`config.mk`:
```
export PLATFORM = sky130hd
export DESIGN_NAME = futex_waiter_table
export DESIGN_NICKNAME = d
export VERILOG_FILES = /design/src/hw/rtl/fwt_pkg.sv /design/src/hw/rtl/fwt_front.sv /design/src/hw/rtl/fwt_engine.sv /design/src/hw/rtl/futex_waiter_table.sv
export SDC_FILE = /design/constraint.sdc
export NUM_CORES = 2
export LEC_CHECK = 0
export ABC_CLOCK_PERIOD_IN_PS = 5700
export BUFFER_PORTS_ARGS = -buffer_cell sky130_fd_sc_hd__clkbuf_2
export CAP_MARGIN = 40
export CORE_MARGIN = 1
export CORE_UTILIZATION = 35
export DETAILED_ROUTE_END_ITERATION = 10
export GPL_ROUTABILITY_DRIVEN = 0
export SETUP_SLACK_MARGIN = 0.1
export SLEW_MARGIN = 25
export SYNTH_ARGS = -nofsm -noshare
export SYNTH_HDL_FRONTEND = slang
export SYNTH_SLANG_ARGS = --single-unit
```
`constraint.sdc`:
```
create_clock -name clk -period 5.7 [get_ports clk]
set_clock_uncertainty 0.05 [all_clocks]
set_input_delay 0.855 -clock clk [delete_from_list [all_inputs] [get_ports clk]]
set_output_delay 0.855 -clock clk [all_outputs]
set_load 0.01 [all_outputs]
```
`src/hw/rtl/fwt_pkg.sv`:
```
// shared types and constants for the futex waiter table
package fwt_pkg;

  localparam int WaiterSlotsDef = 64;
  localparam int TaskIdBitsDef  = 8;

  localparam int AddrW     = 32;
  localparam int WordW     = 32;
  localparam int TaskInW   = 8;
  localparam int OpW       = 8;
  localparam int CountOutW = 7;

  localparam int InTdataW  = 104;
  localparam int InTuserW  = 8;
  localparam int OutTdataW = 16;
  localparam int OutTuserW = 3;

  localparam int QDepth = 2;
  localparam int QPtrW  = $clog2(QDepth);
  localparam int QCntW  = $clog2(QDepth + 1);

  // op code with the private flag stripped
  localparam logic [OpW-2:0] OpWait = 7'd0;
  localparam logic [OpW-2:0] OpWake = 7'd1;

  localparam logic [1:0] StOk          = 2'd0;
  localparam logic [1:0] StChanged     = 2'd1;
  localparam logic [1:0] StFull        = 2'd2;
  localparam logic [1:0] StUnsupported = 2'd3;

  typedef enum logic [1:0] {
    K_WAIT,
    K_CHANGED,
    K_WAKE,
    K_UNSUP
  } kind_t;

  typedef enum logic [2:0] {
    ENG_IDLE,
    ENG_FIND,
    ENG_SCAN,
    ENG_CMP,
    ENG_DONE
  } eng_state_t;

  typedef struct packed {
    kind_t               kind;
    logic [AddrW-1:0]    addr;
    logic [WordW-1:0]    arg;
    logic [TaskInW-1:0]  task_id;
  } qitem_t;

endpackage

```
`src/hw/rtl/fwt_front.sv`:
```
// front end: accepts items, classifies the op code and queues the work
module fwt_front (
  input  logic                          clk,
  input  logic                          rst_n,
  input  logic                          in_tvalid,
  output logic                          in_tready,
  input  logic [fwt_pkg::InTdataW-1:0]  in_tdata,
  input  logic [fwt_pkg::InTuserW-1:0]  in_tuser,
  output logic                          q_valid,
  output fwt_pkg::qitem_t               q_item,
  input  logic                          q_pop
);

  fwt_pkg::qitem_t               fifo_r [fwt_pkg::QDepth];
  logic [fwt_pkg::QPtrW-1:0]     wr_ptr_r, wr_ptr_nxt;
  logic [fwt_pkg::QPtrW-1:0]     rd_ptr_r, rd_ptr_nxt;
  logic [fwt_pkg::QCntW-1:0]     cnt_r, cnt_nxt;
  logic                          push;
  fwt_pkg::qitem_t               item;
  logic [fwt_pkg::OpW-2:0]       op;
  logic [fwt_pkg::WordW-1:0]     cur_val;

  assign in_tready = cnt_r != fwt_pkg::QCntW'(fwt_pkg::QDepth);
  assign push      = in_tvalid && in_tready;
  assign q_valid   = cnt_r != '0;
  assign q_item    = fifo_r[rd_ptr_r];

  // private flag dropped, value check done here so the back end sees a kind
  always_comb begin
    op           = in_tuser[fwt_pkg::OpW-2:0];
    cur_val      = in_tdata[63:32];
    item.addr    = in_tdata[31:0];
    item.arg     = in_tdata[95:64];
    item.task_id = in_tdata[103:96];
    case (op)
      fwt_pkg::OpWait: begin
        item.kind = (cur_val == item.arg) ? fwt_pkg::K_WAIT : fwt_pkg::K_CHANGED;
      end
      fwt_pkg::OpWake: begin
        item.kind = fwt_pkg::K_WAKE;
      end
      default: begin
        item.kind = fwt_pkg::K_UNSUP;
      end
    endcase
  end

  always_comb begin
    wr_ptr_nxt = push  ? fwt_pkg::QPtrW'(wr_ptr_r + 1'b1) : wr_ptr_r;
    rd_ptr_nxt = q_pop ? fwt_pkg::QPtrW'(rd_ptr_r + 1'b1) : rd_ptr_r;
    cnt_nxt    = cnt_r;
    if (push && !q_pop) begin
      cnt_nxt = fwt_pkg::QCntW'(cnt_r + 1'b1);
    end else if (!push && q_pop) begin
      cnt_nxt = fwt_pkg::QCntW'(cnt_r - 1'b1);
    end
  end

  always_ff @(posedge clk) begin
    if (!rst_n) begin
      wr_ptr_r <= '0;
      rd_ptr_r <= '0;
      cnt_r    <= '0;
    end else begin
      wr_ptr_r <= wr_ptr_nxt;
      rd_ptr_r <= rd_ptr_nxt;
      cnt_r    <= cnt_nxt;
    end
  end

  always_ff @(posedge clk) begin
    if (push) begin
      fifo_r[wr_ptr_r] <= item;
    end
  end

endmodule

```
`src/hw/rtl/fwt_engine.sv`:
```
// back end: slot table, free-slot and match scans, result register
module fwt_engine #(
  parameter int WAITER_SLOTS = fwt_pkg::WaiterSlotsDef,
  parameter int TASK_ID_BITS = fwt_pkg::TaskIdBitsDef
) (
  input  logic                           clk,
  input  logic                           rst_n,
  input  logic                           q_valid,
  input  fwt_pkg::qitem_t                q_item,
  output logic                           q_pop,
  output logic                           out_tvalid,
  input  logic                           out_tready,
  output logic [fwt_pkg::OutTdataW-1:0]  out_tdata,
  output logic [fwt_pkg::OutTuserW-1:0]  out_tuser,
  output logic                           out_tlast
);

  localparam int IdxW = (WAITER_SLOTS > 1) ? $clog2(WAITER_SLOTS) : 1;
  localparam int CntW = $clog2(WAITER_SLOTS + 1);
  localparam int MemW = fwt_pkg::AddrW + TASK_ID_BITS;

  fwt_pkg::eng_state_t state_r, state_nxt;

  logic [CntW-1:0]         idx_r, idx_nxt;
  logic [CntW-1:0]         woken_r, woken_nxt;
  logic                    pend_r, pend_nxt;
  logic [TASK_ID_BITS-1:0] pend_task_r, pend_task_nxt;
  logic [WAITER_SLOTS-1:0] valid_r;
  logic [MemW-1:0]         mem [WAITER_SLOTS];
  logic [MemW-1:0]         rd_data_r;

  logic                              out_valid_r;
  logic [1:0]                        out_status_r;
  logic [fwt_pkg::TaskInW-1:0]       out_task_r;
  logic                              out_tv_r;
  logic [fwt_pkg::CountOutW-1:0]     out_count_r;
  logic                              out_last_r;

  logic                              emit, e_tv, e_last;
  logic [1:0]                        e_status;
  logic [fwt_pkg::TaskInW-1:0]       e_task;
  logic [fwt_pkg::CountOutW-1:0]     e_count;
  logic                              set_slot, clr_slot;

  logic [IdxW-1:0]         idx;
  logic                    at_end, cur_valid, quota_hit, rd_hit, can_emit;
  logic [TASK_ID_BITS-1:0] task_st;

  assign idx       = idx_r[IdxW-1:0];
  assign at_end    = idx_r == CntW'(WAITER_SLOTS);
  assign cur_valid = valid_r[idx];
  assign quota_hit = 32'(woken_r) >= q_item.arg;
  assign rd_hit    = rd_data_r[fwt_pkg::AddrW-1:0] == q_item.addr;
  assign can_emit  = !out_valid_r || out_tready;
  assign task_st   = TASK_ID_BITS'(q_item.task_id);

  // next state
  always_comb begin
    state_nxt = state_r;
    case (state_r)
      fwt_pkg::ENG_IDLE: begin
        if (q_valid && q_item.kind == fwt_pkg::K_WAIT) begin
          state_nxt = fwt_pkg::ENG_FIND;
        end else if (q_valid && q_item.kind == fwt_pkg::K_WAKE) begin
          state_nxt = fwt_pkg::ENG_SCAN;
        end
      end
      fwt_pkg::ENG_FIND: begin
        if ((at_end || !cur_valid) && can_emit) begin
          state_nxt = fwt_pkg::ENG_IDLE;
        end
      end
      fwt_pkg::ENG_SCAN: begin
        if (at_end || quota_hit) begin
          state_nxt = fwt_pkg::ENG_DONE;
        end else if (cur_valid) begin
          state_nxt = fwt_pkg::ENG_CMP;
        end
      end
      fwt_pkg::ENG_CMP: begin
        if (!(rd_hit && pend_r && !can_emit)) begin
          state_nxt = fwt_pkg::ENG_SCAN;
        end
      end
      fwt_pkg::ENG_DONE: begin
        if (can_emit) begin
          state_nxt = fwt_pkg::ENG_IDLE;
        end
      end
      default: begin
        state_nxt = fwt_pkg::ENG_IDLE;
      end
    endcase
  end

  // datapath control and result selection
  always_comb begin
    emit          = 1'b0;
    e_status      = fwt_pkg::StOk;
    e_task        = '0;
    e_tv          = 1'b0;
    e_count       = '0;
    e_last        = 1'b1;
    q_pop         = 1'b0;
    set_slot      = 1'b0;
    clr_slot      = 1'b0;
    idx_nxt       = idx_r;
    woken_nxt     = woken_r;
    pend_nxt      = pend_r;
    pend_task_nxt = pend_task_r;
    case (state_r)
      fwt_pkg::ENG_IDLE: begin
        idx_nxt   = '0;
        woken_nxt = '0;
        pend_nxt  = 1'b0;
        if (q_valid && can_emit && q_item.kind == fwt_pkg::K_CHANGED) begin
          emit     = 1'b1;
          e_status = fwt_pkg::StChanged;
          q_pop    = 1'b1;
        end else if (q_valid && can_emit && q_item.kind == fwt_pkg::K_UNSUP) begin
          emit     = 1'b1;
          e_status = fwt_pkg::StUnsupported;
          q_pop    = 1'b1;
        end
      end
      fwt_pkg::ENG_FIND: begin
        if (at_end) begin
          if (can_emit) begin
            emit     = 1'b1;
            e_status = fwt_pkg::StFull;
            q_pop    = 1'b1;
          end
        end else if (!cur_valid) begin
          if (can_emit) begin
            emit     = 1'b1;
            q_pop    = 1'b1;
            set_slot = 1'b1;
          end
        end else begin
          idx_nxt = CntW'(idx_r + 1'b1);
        end
      end
      fwt_pkg::ENG_SCAN: begin
        if (!(at_end || quota_hit) && !cur_valid) begin
          idx_nxt = CntW'(idx_r + 1'b1);
        end
      end
      fwt_pkg::ENG_CMP: begin
        if (rd_hit) begin
          // a new match releases the one held back, which is then not the last
          if (!pend_r || can_emit) begin
            emit          = pend_r;
            e_task        = fwt_pkg::TaskInW'(pend_task_r);
            e_tv          = 1'b1;
            e_count       = fwt_pkg::CountOutW'(woken_r);
            e_last        = 1'b0;
            pend_nxt      = 1'b1;
            pend_task_nxt = rd_data_r[MemW-1:fwt_pkg::AddrW];
            woken_nxt     = CntW'(woken_r + 1'b1);
            clr_slot      = 1'b1;
            idx_nxt       = CntW'(idx_r + 1'b1);
          end
        end else begin
          idx_nxt = CntW'(idx_r + 1'b1);
        end
      end
      fwt_pkg::ENG_DONE: begin
        if (can_emit) begin
          emit  = 1'b1;
          q_pop = 1'b1;
          if (pend_r) begin
            e_task  = fwt_pkg::TaskInW'(pend_task_r);
            e_tv    = 1'b1;
            e_count = fwt_pkg::CountOutW'(woken_r);
          end
        end
      end
      default: begin
        emit = 1'b0;
      end
    endcase
  end

  always_ff @(posedge clk) begin
    if (!rst_n) begin
      state_r     <= fwt_pkg::ENG_IDLE;
      valid_r     <= '0;
      out_valid_r <= 1'b0;
      idx_r       <= '0;
      woken_r     <= '0;
      pend_r      <= 1'b0;
    end else begin
      state_r <= state_nxt;
      idx_r   <= idx_nxt;
      woken_r <= woken_nxt;
      pend_r  <= pend_nxt;
      if (set_slot) begin
        valid_r[idx] <= 1'b1;
      end else if (clr_slot) begin
        valid_r[idx] <= 1'b0;
      end
      if (emit) begin
        out_valid_r <= 1'b1;
      end else if (out_tready) begin
        out_valid_r <= 1'b0;
      end
    end
  end

  always_ff @(posedge clk) begin
    pend_task_r <= pend_task_nxt;
    if (emit) begin
      out_status_r <= e_status;
      out_task_r   <= e_task;
      out_tv_r     <= e_tv;
      out_count_r  <= e_count;
      out_last_r   <= e_last;
    end
  end

  // slot store: one write and one registered read per cycle
  always_ff @(posedge clk) begin
    if (set_slot) begin
      mem[idx] <= {task_st, q_item.addr};
    end
    rd_data_r <= mem[idx];
  end

  assign out_tvalid = out_valid_r;
  assign out_tdata  = {1'b0, out_count_r, out_task_r};
  assign out_tuser  = {out_tv_r, out_status_r};
  assign out_tlast  = out_last_r;

endmodule

```
`src/hw/rtl/futex_waiter_table.sv`:
```
// top level of the futex waiter table: front end, queue and slot engine
// an accepted item is registered in the queue before the engine sees it; the first result
//   is registered in the cycle after the engine decides it
// unsupported ops and failed value checks are answered straight from idle; a wait scans
//   up to the lowest free slot; a wake takes a step per slot scanned and a compare step per
//   occupied one, plus dispatch and close; the serial slot scan and receiver stalls limit the rate
// reset: rst_n low clears every slot valid bit, the queue and the result register
module futex_waiter_table #(
  parameter int WAITER_SLOTS = fwt_pkg::WaiterSlotsDef,
  parameter int TASK_ID_BITS = fwt_pkg::TaskIdBitsDef
) (
  input  logic                           clk,
  input  logic                           rst_n,
  input  logic                           in_tvalid,
  output logic                           in_tready,
  // address [31:0], current_value [63:32], expected_or_count [95:64], task_id [103:96]
  input  logic [fwt_pkg::InTdataW-1:0]   in_tdata,
  // operation [7:0]
  input  logic [fwt_pkg::InTuserW-1:0]   in_tuser,
  output logic                           out_tvalid,
  input  logic                           out_tready,
  // woken_task [7:0], woken_count [14:8], zero pad [15]
  output logic [fwt_pkg::OutTdataW-1:0]  out_tdata,
  // status [1:0], task_valid [2]
  output logic [fwt_pkg::OutTuserW-1:0]  out_tuser,
  output logic                           out_tlast
);

  // queued work between the two halves
  logic            q_valid;
  logic            q_pop;
  fwt_pkg::qitem_t q_item;

  // front end classifies wait/wake/unsupported and does the value check
  fwt_front u_front (
    .clk       (clk),
    .rst_n     (rst_n),
    .in_tvalid (in_tvalid),
    .in_tready (in_tready),
    .in_tdata  (in_tdata),
    .in_tuser  (in_tuser),
    .q_valid   (q_valid),
    .q_item    (q_item),
    .q_pop     (q_pop)
  );

  // engine walks the slots one at a time and drives the result register
  fwt_engine #(
    .WAITER_SLOTS (WAITER_SLOTS),
    .TASK_ID_BITS (TASK_ID_BITS)
  ) u_engine (
    .clk        (clk),
    .rst_n      (rst_n),
    .q_valid    (q_valid),
    .q_item     (q_item),
    .q_pop      (q_pop),
    .out_tvalid (out_tvalid),
    .out_tready (out_tready),
    .out_tdata  (out_tdata),
    .out_tuser  (out_tuser),
    .out_tlast  (out_tlast)
  );

endmodule
```
=== Word level (Yosys, flattened, before mapping) ===
Memory sizes are Yosys's and may differ from the RTL's. A register that Yosys moved wholly into a read port is not among the register bits.
Index checks and enable logic that the tools add are counted.

* Mux-type cells: 71
* Reduce and logical (&&, ||, !) cells: 38
* Bitwise operators: 3
* $add $sub $neg: 6
* Order comparisons: 3
* Equality and inequality tests: 23

{| class="wikitable"
|+ Operators with widths
! kind !! number
|-
| 64-bit 2-to-1 mux || 2
|-
| 7-bit 2-to-1 mux || 11
|-
| 64-bit AND || 1
|-
| 32-bit equality test || 2
|-
| 64-bit NOT || 1
|-
| 64-bit OR || 1
|-
| 7-bit by 32-bit greater-or-equal comparator with 1-bit output || 1
|-
| 8-bit 2-to-1 mux || 4
|-
| 1-bit 2-to-1 mux || 28
|-
| 7-bit case mux with 2 select lines || 2
|-
| 7-bit case mux with 4 select lines || 1
|-
| 3-bit 2-to-1 mux || 7
|-
| 8-bit case mux with 2 select lines || 1
|-
| 3-bit case mux with 5 select lines || 1
|-
| 7-bit by 1-bit adder with 7-bit output, second input constant || 2
|-
| 1-bit logical AND || 13
|-
| 2-bit 2-to-1 mux || 6
|-
| 2-bit by 1-bit inequality test with 1-bit output, second input constant || 6
|-
| 5-bit AND reduction || 2
|-
| 2-bit nonzero test || 5
|-
| 2-bit case mux with 2 select lines || 2
|-
| 7-bit by 1-bit equality test with 1-bit output, second input constant || 1
|-
| 7-bit equality test, second input constant || 1
|-
| 1-bit zero test || 7
|-
| other kinds (25) || 36
|}

* Bits of input ports: 116
* Bits in writable memories: 2708
* Flip-flop bits (word level): 114
* Output and inout port bits: 22
* Word-level logic and storage cells: 161
* Memories: 2

{| class="wikitable"
|+ Memory list
! memory !! words !! bits a word !! read ports !! clocked after memory_dff !! wr ports !! line !! text
|-
| u_engine.mem || 64 || 40 || 1 || 1 || 1 || fwt_engine.sv:29 || <nowiki>logic [MemW-1:0] mem [WAITER_SLOTS];</nowiki>
|-
| u_front.fifo_r || 2 || 74 || 1 || 1 || 1 || fwt_front.sv:14 || <nowiki>fwt_pkg::qitem_t fifo_r [fwt_pkg::QDepth];</nowiki>
|}

=== Depth between registers and ports, before layout ===
* Depth after elaboration: 10
* Depth in mapped cells: 16
* Mapped depth without buffers: 11

=== Modules after synthesis ===
Synthesis repeated with hierarchy kept, for this count alone.

* Cell total of the unflattened synthesis: 5685
* Area, all modules: 104029.8 um^2

{| class="wikitable"
|+ By module, submodules not included
! module !! seq. area each (um^2) !! cells each !! times used !! area each (um^2)
|-
| fwt_engine || 80146.9 || 5383 || 1 || 98097.8
|-
| fwt_front || 4544.4 || 302 || 1 || 5931.9
|}

=== Worst setup path after synthesis ===
No wires, ideal clock.

* Kind: input to register
* From: input port in_tvalid
* To: memory u_front.fifo_r[0][0] in the netlist's numbering (enable)
* Stages on the path: 2
* Library setup time: 0.507 ns
* Path slack: 1.110 ns
* Required time: 5.143 ns
* Arrival time: 4.033 ns
* Path buffers: 0
* Cells stage by stage: nand2_1 -> nor2_1

* Word-level cells in the longest chain between the ends: 3

{| class="wikitable"
|+ Ends and longest elaborated chain
! what !! line !! text
|-
| from (decl) || futex_waiter_table.sv:14 || <nowiki>input logic in_tvalid,</nowiki>
|-
| 1-bit logical AND || fwt_front.sv:24 || <nowiki>assign push = in_tvalid && in_tready;</nowiki>
|-
| 1-bit 2-to-1 mux || fwt_front.sv:72 || <nowiki>if (push) begin</nowiki>
|-
| 1-bit 2-to-1 mux (not written as such) || fwt_front.sv:73 || <nowiki>fifo_r[wr_ptr_r] <= item;</nowiki>
|-
| to (decl) || fwt_front.sv:14 ||
|}

Every way passes these cells.

=== Final worst setup path ===
* From: register u_engine.idx_r[0]
* To: memory u_engine.mem[29][5] in the netlist's numbering (enable)

* Word-level cells in the longest chain between the ends: 7
* Elaborated cells between the ends (all ways): 8
* Classes of those cells: eq/ne: 1; mux: 7

{| class="wikitable"
|+ Ends and longest elaborated chain
! what !! line !! text
|-
| from (decl) || fwt_engine.sv:24 || <nowiki>logic [CntW-1:0] idx_r, idx_nxt;</nowiki>
|-
| from (signal assigned) || fwt_engine.sv:194 || <nowiki>idx_r <= idx_nxt;</nowiki>
|-
| 1-bit binary-select mux with 6-bit select || fwt_engine.sv:51 || <nowiki>assign cur_valid = valid_r[idx];</nowiki>
|-
| 1-bit 2-to-1 mux (not written as such) || fwt_engine.sv:51 ||
|-
| 1-bit 2-to-1 mux || fwt_engine.sv:133 || <nowiki>end else if (!cur_valid) begin</nowiki>
|-
| 1-bit 2-to-1 mux || fwt_engine.sv:127 || <nowiki>if (at_end) begin</nowiki>
|-
| 1-bit 2-to-1 mux || fwt_engine.sv:111 || <nowiki>case (state_r)</nowiki>
|-
| 1-bit 2-to-1 mux || fwt_engine.sv:223 || <nowiki>if (set_slot) begin</nowiki>
|-
| 1-bit 2-to-1 mux (not written as such) || fwt_engine.sv:224 || <nowiki>mem[idx] <= {task_st, q_item.addr};</nowiki>
|-
| to (decl) || fwt_engine.sv:29 ||
|}

Several ways; a longest one is shown, not always the timed one. The select of a mux whose other input is x is not followed.

==> impl_metrics.py <==
metrics = {
    "power": {
        "p_sw_w": 0.0112,
        "comb_power_share_pct": 8.7,
        "p_per_area_nw_per_um2": 394,
        "p_sw_share_pct": 23.5,
        "vdd_drop_max_mv": 0.384,
        "pwr-share-seq_pct": 52.4,
        "clkPwrFrac_pct": 38.9,
        "p_int_w": 0.0365,
        "p_leak_nw": 37.5,
    },
    "cts": {
        "cts.path.max_buffers": 4,
        "clockRootBuffer": "clkbuf_16",
        "cts.sinks": 2863,
        "cts_tree": "built",
        "cts-buffers-inserted": 294,
        "htreeDepth": 5,
        "cts_resized": 0,
        "clk_latency_ns": 0.95,
        "clk_pin_slew_ns": 0.06,
    },
    "min_path": {
        "hp-class": "input pin to register",
    },
    "routing": {
        "firstDrtPassIters": 6,
        "wire_per_inst_um": 31.3,
        "viasPerCell": 5.91,
        "drt_wl_total_um": 321000,
        "drtAntennaViolNets": 0,
        "drc": 0,
        "vias": 60582,
        "drtIter0Drc": 8465,
    },
    "timing": {
        "setup_viol": 0,
        "fin_crit_sh_pct": 87.8,
        "relSlewSlack_pct": 37.4,
        "finalSetupTns_ns": 0,
        "fin_crit_ns": 5.01,
        "worstMarginPinSlew_ns": 0.935,
        "finalMaxSlewViolations": 0,
        "max_freq_mhz": 200,
        "grt_setup_unrepaired": "false",
        "hold_viol": 0,
    },
    "die": {
        "start_util_pct": 35.2,
        "die-area_um2": 298000,
        "fp-row-count": 199,
        "die_y_um": 546,
        "coreArea_um2": 294000,
        "dieWidth_um": 546,
        "ios": 138,
    },
    "final_layout": {
        "fin_util_pct": 41.2,
        "nets": 6253,
        "multiInputGateArea_um2": 17400,
        "drive_gt1_share_pct": 16.1,
        "syn_to_final_growth_pct": 16.9,
        "fin_area_um2": 121000,
        "nFillCells": 25913,
        "seq_area_um2": 84700,
        "final_cells": 10255,
    },
    "logic_synthesis": {
        "synth_common_cells": "edfxtp_1 (2735), a22oi_1 (729), clkbuf_1 (297)",
        "syn_inst": 5702,
        "synth_top_cell_by_area": "edfxtp_1",
        "syn_area_um2": 104000,
        "synth.avg_cell_area_um2": 18.2,
        "synth_nets": 5829,
        "synthFlopType": "edfxtp_1",
        "ys_types": 62,
        "synth_warnings": 0,
        "ys_seq_elements": 2863,
        "async_flop_share_pct": 0,
        "post-synth-top-count-cell": "edfxtp_1",
        "yosys-top-cells-area": "edfxtp_1 (79%), a22oi_1 (5.3%), dfxtp_1 (2.5%), a221oi_1 (2.4%), a22o_1 (2.3%)",
        "synth-edff-count": 2735,
        "synth_top_area_share_pct": 79.2,
        "seq_area_frac_synth_pct": 81.7,
    },
    "worst_setup_path": {
        "arrival_ns": 5.57,
        "reg2reg_slack_ns": 0.69,
        "critPathLaunchType": "register",
        "cp_slowest_cell": "or4b_1",
        "crit_chain": "buf_8 > mux4_2 > mux2_2 > nand2_1 > o211ai_1 > or4b_1 > or3_1 > nor3_4 > nand2_1 > clkinv_2 > buf_12",
        "worstPathRequired_ns": 6.26,
        "crit_buf_inv": 3,
        "worstSetupPathType": "register to register",
        "cp-end-kind": "register",
        "crit_path_max_fanout": 15,
        "cpPeakStageDelay_ns": 0.73,
        "cp_top_family": "simple AND/OR/NAND/NOR gates",
        "cpMostUsedCell": "nand2_1",
    },
    "placement": {
        "dp.cells": 9737,
        "placement.io_buffers": 135,
        "place_area_um2": 112000,
        "dp_hpwl_um": 188000,
    },
    "grt": {
        "antenna_found_initial": 7,
        "grt_max_degree": 70,
        "grt_usage_pct": 20.8,
        "overflow": 0,
        "grt_pass1_wl_um": 446000,
        "grt_pass1_vias": 57725,
    },
    "run": {
        "cap_violations": 0,
    },
    "status": {
        "outcome": "finished, final reports clean",
    },
}
[area by class of cell]
type                            count  share of cell area [%]
Clock inverter                    130                    1.03
Tap cell                         3919                    4.05
Inverter                           77                   0.305
Sequential cell                  2863                    69.9
Clock buffer                      371                    6.45
Multi-Input combinational cell   2395                    14.4
Antenna cell                        5                  0.0103
Timing Repair Buffer              495                    3.92
[worst register-to-register path: stages (launching register included)]
cell      delay (ns)
dfxtp_1         0.64
buf_8           0.23
mux4_2          0.53
mux2_2          0.30
nand2_1         0.07
o211ai_1        0.08
or4b_1          0.73
or3_1           0.68
nor3_4          0.50
nand2_1         0.16
clkinv_2        0.42
buf_12          0.26
[routing by layer]
| layer | share of wire, % | wire length, um | global-route usage, % |
|---|---|---|---|
| met3 | 9.4 | 30200 | 3.68 |
| met5 | 0 | 0 | 0 |
| met4 | 3.8 | 12200 | 7.79 |
| met1 | 40 | 127000 | 28.4 |
| met2 | 47 | 151000 | 33.4 |
[what timing repair did]
action                                 4_1_cts  5_1_grt
buffers inserted                             0        0
hold buffers                                 9        0
endpoints found under the hold margin       17        0
setup endpoints to repair                    0        0
[metrics by stage]
stage / total power [W] / hold slack, ns / setup WS, ns
floorplan: 0.0274 / 0.336 / 1.11
global placement: 0.0294 / 0.352 / 0.506
detailed placement: 0.0295 / 0.339 / 0.772
CTS: 0.0478 / 0.0000215 / 0.750
global route: 0.0488 / 0.0199 / 0.539
finish: 0.0477 / 0.0486 / 0.693
[state kept, by name, summed over array words and instances, names as in the netlist, named ones only]
| name | flops |
|---|---|
| u_engine.out_status_r | 2 |
| u_engine.idx_r | 7 |
| u_front.cnt_r | 2 |
| u_engine.pend_task_r | 8 |
| u_engine.rd_data_r | 40 |
| u_engine.mem | 2560 |
| u_engine.out_tlast | 1 |
| u_engine.pend_r | 1 |
| u_engine.out_count_r | 7 |
| u_front.wr_ptr_r | 1 |
| u_front.rd_ptr_r | 1 |
| u_engine.out_tvalid | 1 |
| u_engine.out_tv_r | 1 |
| u_engine.out_task_r | 8 |
| u_front.fifo_r | 148 |
| u_engine.state_r | 3 |
| u_engine.woken_r | 7 |
[layout by cell type, fill, tap and decap left out, types with 33 or more instances in the layout]
cell       netlist  final
nand2_1         98     96
a22o_1         276    276
a22oi_1        729    729
clkinv_2         0     98
dfxtp_1        128    127
a31oi_1        217    217
nor4_1          59     56
nand4_1         47     47
a21oi_1        182    182
clkbuf_2         0    136
clkbuf_16        0    299
nand3_1        102    101
buf_4            3    237
xor2_1          65     65
edfxtp_1      2735   2735
clkinv_1         0     52
o21ai_0         78     77
buf_12           0    104
nor2_1          40     33
mux2_2          43     40
a221oi_1       281    281
clkbuf_1       297     65
[path summary, 6_finish.rpt]
| check | from | cells past startpoint | to |
|---|---|---|---|
| setup / recovery | u_engine.idx_r[0] | 11 | u_engine.mem[29][5] |
| hold / removal | in_tdata[21] | 1 | u_front.fifo_r[1][61] |
| setup reg to reg | u_engine.idx_r[0] | 11 | u_engine.mem[29][5] |
| hold reg to reg | u_engine.rd_data_r[33] | 0 | u_engine.pend_task_r[1] |
[cell families after synthesis]
kind of cell,after synthesis,synth area share (%)
xor+xnor,69,0.583
other cells,1,0.00362
simple gates,441,2.28
flops,2863,81.7
mux,70,0.802
compound gates,1803,12.9
fa+ha+maj,11,0.133
buf+inv,444,1.63
[power by group through the flow]
stage,Sequential [W],Combinational [W],Clock (W)
floorplan,0.0254,0.00203,0
global placement,0.0255,0.00394,0
detailed placement,0.0255,0.00408,0
CTS,0.0250,0.00409,0.0187
global route,0.0250,0.00432,0.0195
finish,0.0250,0.00413,0.0186
(Power assumes the default switching activity.)
